## config.mk

```make
export PLATFORM = sky130hd
export DESIGN_NAME = spheng_div
export DESIGN_NICKNAME = d
export VERILOG_FILES = /design/src/rtl/sparse_projection_hebbian_engine_top_macros.svh /design/src/rtl/spheng_pkg.sv /design/src/rtl/spheng_div.sv
export SDC_FILE = /design/constraint.sdc
export NUM_CORES = 1
export LEC_CHECK = 0
export BUFFER_PORTS_ARGS = -buffer_cell sky130_fd_sc_hd__buf_4
export CAP_MARGIN = 20
export CORE_ASPECT_RATIO = 0.6
export CORE_MARGIN = 8
export CORE_UTILIZATION = 53
export CTS_BUF_LIST = sky130_fd_sc_hd__clkbuf_4 sky130_fd_sc_hd__clkbuf_8
export DETAILED_ROUTE_END_ITERATION = 7
export PLACE_DENSITY = 0.77
export SYNTH_ARGS = -nofsm -noshare
export SYNTH_HDL_FRONTEND = slang
export SYNTH_SLANG_ARGS = --single-unit
```

## constraint.sdc

```tcl
create_clock -name clock -period 3 [get_ports clock]
set_input_delay 0.3 -clock clock [delete_from_list [all_inputs] [get_ports clock]]
set_output_delay 0.3 -clock clock [all_outputs]
set_load 0.005 [all_outputs]
```

## src/rtl/sparse_projection_hebbian_engine_top_macros.svh

```systemverilog
// Assertion macros shared by the sparse projection engine RTL.
// Depends on nothing; included by files that carry concurrent assertions.
`ifndef SPARSE_PROJECTION_HEBBIAN_ENGINE_TOP_MACROS_SVH
`define SPARSE_PROJECTION_HEBBIAN_ENGINE_TOP_MACROS_SVH

// Same-cycle implication, disabled during reset.
`define SPHENG_ASSERT_IMP(label, clk, rst, ante, cons, msg) \
   label: assert property (@(posedge clk) disable iff (rst) (ante) |-> (cons)) \
      else $error(msg);

// Next-cycle implication, disabled during reset.
`define SPHENG_ASSERT_NEXT(label, clk, rst, ante, cons, msg) \
   label: assert property (@(posedge clk) disable iff (rst) (ante) |=> (cons)) \
      else $error(msg);

`endif

```

## src/rtl/spheng_pkg.sv

```systemverilog
// Package of the sparse projection engine: sizes, codes, types and clamp helpers.
// Depends on nothing; used by the divider and the top level of the engine.
package spheng_pkg;

   localparam int SRC_UNITS     = 1024;
   localparam int COL_UNITS     = 1024;
   localparam int FRACTION_BITS = 24;

   localparam int VAL_W  = 32;
   localparam int SUM_W  = 48;
   localparam int MODE_W = 3;
   localparam int IDX_W  = 10;
   localparam int THR_W  = 31;

   localparam int SRC_AW    = $clog2(SRC_UNITS);
   localparam int COL_AW    = $clog2(COL_UNITS);
   localparam int ACT_DEPTH = SRC_UNITS + COL_UNITS;
   localparam int ACT_AW    = $clog2(ACT_DEPTH);
   localparam int COL_MEM_W = 2 * SUM_W;

   localparam int NUM_W     = VAL_W + FRACTION_BITS;
   localparam int DEN_W     = SUM_W;
   localparam int DIV_CNT_W = $clog2(NUM_W);

   localparam int SPLIT  = SUM_W / 2;
   localparam int MUL_W  = 33;
   localparam int PROD_W = 2 * MUL_W;
   localparam int WIDE_W = 84;

   localparam int CSR_IDX_W  = 2;
   localparam int CSR_DATA_W = 32;

   localparam logic [MODE_W-1:0] MODE_LOAD_SRC  = 3'd0;
   localparam logic [MODE_W-1:0] MODE_LOAD_DST  = 3'd1;
   localparam logic [MODE_W-1:0] MODE_CLEAR     = 3'd2;
   localparam logic [MODE_W-1:0] MODE_PROJECT   = 3'd3;
   localparam logic [MODE_W-1:0] MODE_LEARN     = 3'd4;
   localparam logic [MODE_W-1:0] MODE_TOTAL     = 3'd5;
   localparam logic [MODE_W-1:0] MODE_NORMALIZE = 3'd6;
   localparam logic [MODE_W-1:0] MODE_READ      = 3'd7;

   localparam logic [CSR_IDX_W-1:0] CSR_OUTPUT_GAIN    = 2'd0;
   localparam logic [CSR_IDX_W-1:0] CSR_LEARN_RATE     = 2'd1;
   localparam logic [CSR_IDX_W-1:0] CSR_GATE_ENABLE    = 2'd2;
   localparam logic [CSR_IDX_W-1:0] CSR_GATE_THRESHOLD = 2'd3;

   localparam logic signed [VAL_W-1:0] GAIN_RESET = VAL_W'(64'sd1 <<< FRACTION_BITS);
   localparam logic [THR_W-1:0]        THR_RESET  = 31'd17;

   typedef struct packed {
      logic busy;
      logic done;
   } div_status_type;

   function automatic logic fits_val(input logic signed [WIDE_W-1:0] x);
      return (&x[WIDE_W-1:VAL_W-1]) || (~|x[WIDE_W-1:VAL_W-1]);
   endfunction

   function automatic logic signed [VAL_W-1:0] clamp_val(input logic signed [WIDE_W-1:0] x);
      logic signed [VAL_W-1:0] r;
      if (fits_val(x)) r = x[VAL_W-1:0];
      else             r = x[WIDE_W-1] ? {1'b1, {(VAL_W-1){1'b0}}} : {1'b0, {(VAL_W-1){1'b1}}};
      return r;
   endfunction

   function automatic logic fits_sum(input logic signed [WIDE_W-1:0] x);
      return (&x[WIDE_W-1:SUM_W-1]) || (~|x[WIDE_W-1:SUM_W-1]);
   endfunction

   function automatic logic signed [SUM_W-1:0] clamp_sum(input logic signed [WIDE_W-1:0] x);
      logic signed [SUM_W-1:0] r;
      if (fits_sum(x)) r = x[SUM_W-1:0];
      else             r = x[WIDE_W-1] ? {1'b1, {(SUM_W-1){1'b0}}} : {1'b0, {(SUM_W-1){1'b1}}};
      return r;
   endfunction

endpackage

```

## src/rtl/spheng_div.sv

```systemverilog
// Restoring divider of unsigned magnitudes, one quotient bit per cycle.
// Depends on spheng_pkg.
module spheng_div (
   input  logic                             clock,
   input  logic                             reset,
   input  logic                             start,
   input  logic [spheng_pkg::NUM_W-1:0]     num_mag,
   input  logic [spheng_pkg::DEN_W-1:0]     den_mag,
   output logic [spheng_pkg::NUM_W-1:0]     quotient,
   output spheng_pkg::div_status_type       status
);

   logic [spheng_pkg::NUM_W-1:0]     q_ff;
   logic [spheng_pkg::DEN_W:0]       rem_ff;
   logic [spheng_pkg::DEN_W-1:0]     den_ff;
   logic [spheng_pkg::DIV_CNT_W-1:0] cnt_ff;
   logic                             busy_ff;
   logic                             done_ff;

   logic [spheng_pkg::DEN_W:0]       rem_sh;
   logic                             ge;
   logic [spheng_pkg::DEN_W:0]       rem_in;
   logic [spheng_pkg::NUM_W-1:0]     q_in;

   always_comb begin
      rem_sh = {rem_ff[spheng_pkg::DEN_W-1:0], q_ff[spheng_pkg::NUM_W-1]};
      ge     = rem_sh >= {1'b0, den_ff};
      rem_in = ge ? (rem_sh - {1'b0, den_ff}) : rem_sh;
      q_in   = {q_ff[spheng_pkg::NUM_W-2:0], ge};
   end

   always_ff @(posedge clock) begin
      if (reset) begin
         busy_ff <= 1'b0;
         done_ff <= 1'b0;
      end else begin
         done_ff <= 1'b0;
         if (start) begin
            busy_ff <= 1'b1;
         end else if (busy_ff &&
                      cnt_ff == spheng_pkg::DIV_CNT_W'(spheng_pkg::NUM_W - 1)) begin
            busy_ff <= 1'b0;
            done_ff <= 1'b1;
         end
      end
   end

   always_ff @(posedge clock) begin
      if (start) begin
         q_ff   <= num_mag;
         rem_ff <= '0;
         den_ff <= den_mag;
         cnt_ff <= '0;
      end else if (busy_ff) begin
         q_ff   <= q_in;
         rem_ff <= rem_in;
         cnt_ff <= cnt_ff + 1'b1;
      end
   end

   assign quotient    = q_ff;
   assign status.busy = busy_ff;
   assign status.done = done_ff;

endmodule

```

==> metrics.cfg, run 1 <==
[status]
status = completed

[routing]
highest_layer = met4
vias = 7636
wirelength_um = 24400
avgRoutedWirePerCell_um = 17.5
drc_errors = 0
route.met2.wl_um = 10700
dr_wl_met3_um = 1410
drtPass1Iterations = 5
avgViaCountPerCell = 5.49
ant_nets = 0
m1WireLength_um = 12000
first_iter_violations = 634

[sta]
worst_slew_pin_slew_ns = 0.642
finalCriticalPeriod_ns = 2.90
final-setup-viol-count = 0
layout_setup_ws_ns = 0.0956
maxSlewViolCount = 0
rsz0062_at_grt = yes
setup_tns_ns = 0
hold_viol_final = 0
skew_ns = 0.0132
max_slew_margin = 0.572
fmax_mhz = 344
min_period_over_period = 0.968

[setup_path]
slowest_stage = a2111oi_4
critical_path_class = register to register
critPathMaxStageDelay_ns = 0.39
required_ns = 3.41
path_cells = inv_1 -> ha_4 -> o21a_1 -> o211ai_1 -> buf_4 -> a311oi_4 -> buf_6 -> o311ai_4 -> a31oi_4 -> a2111oi_4 -> nor2_2 -> nor4b_2 -> nor3_2 -> o21ai_1
arrival_ns = 3.31
critPathCaptureType = register
cp_max_fo = 6
cp-start-kind = register

[clock_tree]
path_clk_slew_ns = 0.10
ctsLongestPathBuffers = 2
cts_tree = done
cts-root-buf = clkbuf_8
clk_latency_ns = 0.47
clock-sinks = 160
cts_made_buffers = 17
htree_levels = 4

[synthesis]
synth_top_area_frac = 0.334
synthAdderAreaFrac = 0.0677
ys_ff_latch = 160
synth_edf_count = 104
synth_mux_area_frac = 0.0924
synth-simple-area-share = 0.111
synth_compound_area_frac = 0.181
synth_cell_types = 70
yosys_warnings = 0
syn-num-nets = 1065
yosysSeqAreaShare = 0.454
synth_flop_cell = edfxtp_1
syn_area_um2 = 9350
synth_top_family_by_area = compound AO/OA/AOI/OAI gates
syn_area_per_cell_um2 = 10.3
yosys.area.top_type = edfxtp_1
ys_async_sr_fraction = 0
synthesis.instances = 908
netlist_top_cells_area = edfxtp_1, dfxtp_1, mux2_2
synth_xor_area_frac = 0.0431

[placement]
portBuffers = 164
place_congestion = 0.912
place_ws_ns = -0.119
hpwlAfterDp_um = 17700
placed_cell_area_um2 = 11000

[global_route]
grt_pass1_vias = 7444
antenna_found_initial = 1
gr-usage-all-layers = 0.215
grt_pass1_wl_um = 39200
globalRouteOverflowTotal = 0
grt_max_degree = 56

[cells_and_area]
fill_cells = 1286
multi_input_area_um2 = 4910
layout_commonest_cell = buf_4
drive_gt1_frac = 0.335
seq_area_um2 = 4250
final_cell_mix = buf_4, nor2_1, edfxtp_1
fin_nets = 1301
fin_util = 0.713
final_area_um2 = 12300
syn_to_final_growth_pct = 31.2

[power]
peakVddDrop_mv = 0.415
p_leak_nw = 5.15
total_power_mw = 6.21
power_density_nw_per_um2 = 506

[die]
die_width_um = 188
ioPinCount = 165
die_area_um2 = 22300
core-area_um2 = 17200
num_rows = 37
die_h_um = 119
initial_core_util = 0.543

[flow_run]
maxCapViolCount = 0

[hold_path]
hold_class = input pin to register

-- cells by family (layout without fill, tap and decap cells) --
| kind of cell | after synthesis | in the layout |
|---|---|---|
| adders and majority gates | 50 | 50 |
| and+or+nand+nor | 221 | 221 |
| xor gates and xnor gates | 46 | 46 |
| buffers and inverters | 113 | 362 |
| other | 0 | 1 |
| DFF | 160 | 160 |
| AOI/OAI and AO/OA | 239 | 239 |
| muxes | 79 | 79 |
-- final cells by class --
type                            count  share of cell area
Inverter                           64              0.0196
Timing Repair Buffer              266               0.178
Tap cell                          234              0.0239
Multi-Input combinational cell    635               0.400
Clock buffer                       18              0.0197
Antenna cell                        1            0.000204
Clock inverter                     14              0.0126
Sequential cell                   160               0.346
-- what timing repair did --
item	CTS	global route
gates resized for setup	14	56
pin swaps	13	25
buffers inserted	5	7
endpoints found under the hold margin	50	0
hold buffers	49	0
setup endpoints to repair	10	35
-- stage by stage --
step | hold slack, ns | instances
6_report | 0.122 | 1392
5_1_grt | 0.0856 | 1392
4_1_cts | 0.0885 | 1384
3_5_place_dp | 0.479 | 1298
3_3_place_gp | 0.475 | 1298
2_1_floorplan | 0.372 | 908
-- sequential cells by signal (all words and copies together) (netlist names) --
name,cells
rem_ff,48
den_ff,48
done_ff,1
cnt_ff,6
quotient,56
busy_ff,1
-- per-layer routing --
layer / track usage / vias to the layer above
met3: 0.0530 / 25
met2: 0.320 / 206
li1: - / 3783
met4: 0.0544 / 0
met1: 0.309 / 3622
met5: 0 / -
-- critical path: cells and delay by family (launching register included) --
kind / cells / cell delay, ns
AO/OA/AOI/OAI: 7 / 1.39
flip-flops: 1 / 0.37
AND/OR/NAND/NOR: 3 / 0.44
buffers and inverters: 3 / 0.43
adder cells (fa/ha/maj): 1 / 0.23
-- power breakdown --
part           switching (mW)  leakage, nW  internal [mW]
clock                   0.886        0.197          0.763
combinational           0.961         3.45          0.905
sequential              0.130         1.49           2.57
-- synthesized netlist by cell type, types with 5 or more instances --
cell type and number:
xor2_1 25, mux2_2 58, inv_1 64, nand2_1 42, a21oi_1 82, o21bai_1 11
ha_1 49, clkbuf_1 31, buf_2 9, a211oi_2 20, nor3_1 7, o211ai_1 5
dfxtp_1 56, nand3_1 10, edfxtp_1 104, o21ai_0 34, nor2b_1 9, a211oi_1 21
mux2i_1 20, nand4_1 16, o21a_1 9, xnor2_1 21, a21o_1 14, nor2_1 105
a31oi_1 5
-- path summary, 6_finish.rpt --
path / startpoint / end / slack, ns / depth (start not counted)
max: den_ff[6] / rem_ff[46] / 0.1 / 14
min: num_mag[22] / quotient[22] / 0.12 / 2
max reg2reg: den_ff[6] / rem_ff[46] / 0.1 / 14
min reg2reg: cnt_ff[5] / cnt_ff[5] / 0.50 / 2
Note: power is estimated with default switching activity, not from simulation.
==> inputs of run 2 (changes only) <==
--- a/config.mk
+++ b/config.mk
@@ -9,10 +9,10 @@
 export CAP_MARGIN = 20
 export CORE_ASPECT_RATIO = 0.6
 export CORE_MARGIN = 8
-export CORE_UTILIZATION = 53
+export CORE_UTILIZATION = 59
 export CTS_BUF_LIST = sky130_fd_sc_hd__clkbuf_4 sky130_fd_sc_hd__clkbuf_8
 export DETAILED_ROUTE_END_ITERATION = 7
-export PLACE_DENSITY = 0.77
+export PLACE_DENSITY = 0.82
 export SYNTH_ARGS = -nofsm -noshare
 export SYNTH_HDL_FRONTEND = slang
 export SYNTH_SLANG_ARGS = --single-unit
==> constraint.sdc (replaced) <==
create_clock -name clock -period 2.9 [get_ports clock]
set_input_delay 0.29 -clock clock [delete_from_list [all_inputs] [get_ports clock]]
set_output_delay 0.29 -clock clock [all_outputs]
set_load 0.005 [all_outputs]
==> run 2 against run 1 <==
Against the previous run:
- the flow now finishes with violations (setup timing)
- wire length grew 19%
- non-clock buffer count rose by 37
- maximum frequency shrank 6.7%
- setup slack worse by 0.31 ns
- critical path depth is 2 lower
- clock power increased by 8%
- utilization increased by 13 points
- global-route usage increased by 4.0 points
- cell count rose by 0.36%
- register-to-register slack got worse by 0.31 ns
- final area grew 5.6%
- combinational power up 26%
- largest cell class unchanged
- largest power group unchanged
==> metrics.cfg, run 2 (synthesized netlist as in run 1, its figures left out) <==
[sta]
min_period_over_period = 1.07  ; was 0.968
layout_setup_ws_ns = -0.214  ; was 0.0956 ns
worst_slew_pin_slew_ns = 0.684  ; was 0.642 ns
final-setup-viol-count = 44  ; was 0
finalCriticalPeriod_ns = 3.11  ; was 2.90 ns
rsz0062_at_grt = yes  ; unchanged
maxSlewViolCount = 0  ; unchanged
setup_tns_ns = -3.19  ; was 0 ns
skew_ns = 0.0258  ; was 0.0132 ns
fmax_mhz = 321  ; was 344 MHz
max_slew_margin = 0.542  ; was 0.572
hold_viol_final = 0  ; unchanged

[setup_path]
r2r_cells = 12  ; was 14
cp_max_fo = 3  ; was 6
critical_path_class = register to register  ; unchanged
required_ns = 3.30  ; was 3.41 ns
arrival_ns = 3.51  ; was 3.31 ns
reg2reg_from = den_ff[0]  ; was den_ff[6]
crit_path_start = den_ff[0]  ; was den_ff[6]
critPathCapture = rem_ff[42]  ; was rem_ff[46]
rr_endpoint = rem_ff[42]  ; was rem_ff[46]
cp-start-kind = register  ; unchanged
critPathCaptureType = register  ; unchanged
reg2reg_slack_ns = -0.21  ; was 0.1 ns

[clock_tree]
ctsLongestPathBuffers = 2  ; unchanged
htree_levels = 4  ; unchanged
path_clk_slew_ns = 0.11  ; was 0.10 ns
clk_latency_ns = 0.48  ; was 0.47 ns
clock-sinks = 160  ; unchanged
cts_made_buffers = 17  ; unchanged
cts_tree = done  ; unchanged
cts-root-buf = clkbuf_8  ; unchanged

[global_route]
grt_pass1_vias = 8070  ; was 7444
grt_max_degree = 79  ; was 56
antenna_found_initial = 0  ; was 1
grt_pass1_wl_um = 41800  ; was 39200 um
gr-usage-all-layers = 0.255  ; was 0.215
globalRouteOverflowTotal = 0  ; unchanged

[die]
die_h_um = 114  ; was 119 um
die_area_um2 = 20300  ; was 22300 um2
initial_core_util = 0.607  ; was 0.543
ioPinCount = 165  ; unchanged
core-area_um2 = 15400  ; was 17200 um2
die_width_um = 179  ; was 188 um
num_rows = 35  ; was 37

[cells_and_area]
fin_util = 0.841  ; was 0.713
fin_nets = 1338  ; was 1301
drive_gt1_frac = 0.391  ; was 0.335
syn_to_final_growth_pct = 38.5  ; was 31.2%
num_antenna_cells = 0  ; was 1
layout_commonest_cell = buf_4  ; unchanged
largest_register_ffs = 56  ; unchanged
final_cells = 1397  ; was 1392
fill_cells = 814  ; was 1286
final_area_um2 = 13000  ; was 12300 um2
final_cell_mix = buf_4, edfxtp_1, nor2_1  ; was buf_4, nor2_1, edfxtp_1

[hold_path]
hold_class = input pin to register  ; unchanged

[power]
p_leak_nw = 5.48  ; was 5.15 nW
total_power_mw = 6.93  ; was 6.21 mW
power_density_nw_per_um2 = 535  ; was 506 nW/um2
peakVddDrop_mv = 0.401  ; was 0.415 mV

[routing]
avgRoutedWirePerCell_um = 20.7  ; was 17.5 um
drc_errors = 0  ; unchanged
m1WireLength_um = 11800  ; was 12000 um
dr_wl_met3_um = 2640  ; was 1410 um
vias = 8510  ; was 7636
drtPass1Iterations = 5  ; unchanged
first_iter_violations = 1064  ; was 634
highest_layer = met4  ; unchanged
route.met2.wl_um = 13900  ; was 10700 um
ant_nets = 0  ; unchanged
wirelength_um = 29000  ; was 24400 um
avgViaCountPerCell = 6.09  ; was 5.49

[placement]
hpwlAfterDp_um = 18000  ; was 17700 um
place_congestion = 0.946  ; was 0.912
dp.cells = 1297  ; was 1298
placed_cell_area_um2 = 11200  ; was 11000 um2
portBuffers = 164  ; unchanged

[flow_run]
maxCapViolCount = 0  ; unchanged

[status]
violations = setup timing
status = complete, but fails checks  ; was completed

## run 2: metal layers
layer,vias up,global-route usage
li1,3846,-
met5,-,0
met3,74,0.0591
met2,500,0.399
met1,4090,0.352
met4,0,0.0614
## run 2: how the worst min path moves through the flow
stage | to | cells past startpoint | from | slack (ns)
after detailed placement | done_ff | 2 | reset | 0.46
final | quotient[6] | 2 | num_mag[6] | 0.10
after global placement | busy_ff | 2 | reset | 0.46
after CTS | quotient[52] | 2 | num_mag[52] | 0.1
after global routing | quotient[9] | 2 | num_mag[9] | 0.09
after floorplan | done_ff | 1 | reset | 0.36
## run 2: through the flow
stage	hold WS [ns]	setup slack [ns]
6_report	0.103	-0.214
3_3_place_gp	0.459	-0.0859
5_1_grt	0.0919	-0.330
3_5_place_dp	0.462	-0.213
2_1_floorplan	0.362	0.000296
4_1_cts	0.0993	-0.119
## run 2: repair_timing
item / CTS / global route
cloned: 2 / 4
resized for setup: 37 / 103
pin swaps: 24 / 59
endpoints found under the setup margin: 37 / 49
buffers inserted: 7 / 9
hold endpoints to repair: 50 / 0
hold buffers: 49 / 0
## run 2: worst max-delay path, stage by stage, from the launching register on
cell	delay, ns
edfxtp_1	0.44
ha_4	0.19
fa_2	0.34
nand2b_4	0.15
a21o_1	0.20
a311oi_4	0.38
nor3b_2	0.12
o31ai_4	0.28
a211oi_2	0.15
o311ai_2	0.27
xor2_1	0.20
mux2i_1	0.10
a211oi_1	0.22
## run 2: cell type report
class	count	area (um2)	area share
sequential	160	4250	0.328
timing repair buffer	303	2630	0.203
tap	203	254	0.0196
clock buffer	17	234	0.0181
multi-input combinational	635	5160	0.398
clock inverter	15	190	0.0147
inverter	64	240	0.0185
## run 2: report_power, final
| group | total, mW | switching (mW) | internal (mW) |
|---|---|---|---|
| logic | 2.35 | 1.23 | 1.12 |
| registers | 2.79 | 0.138 | 2.65 |
| clock network | 1.78 | 1.04 | 0.741 |
| total | 6.93 | 2.41 | 4.51 |
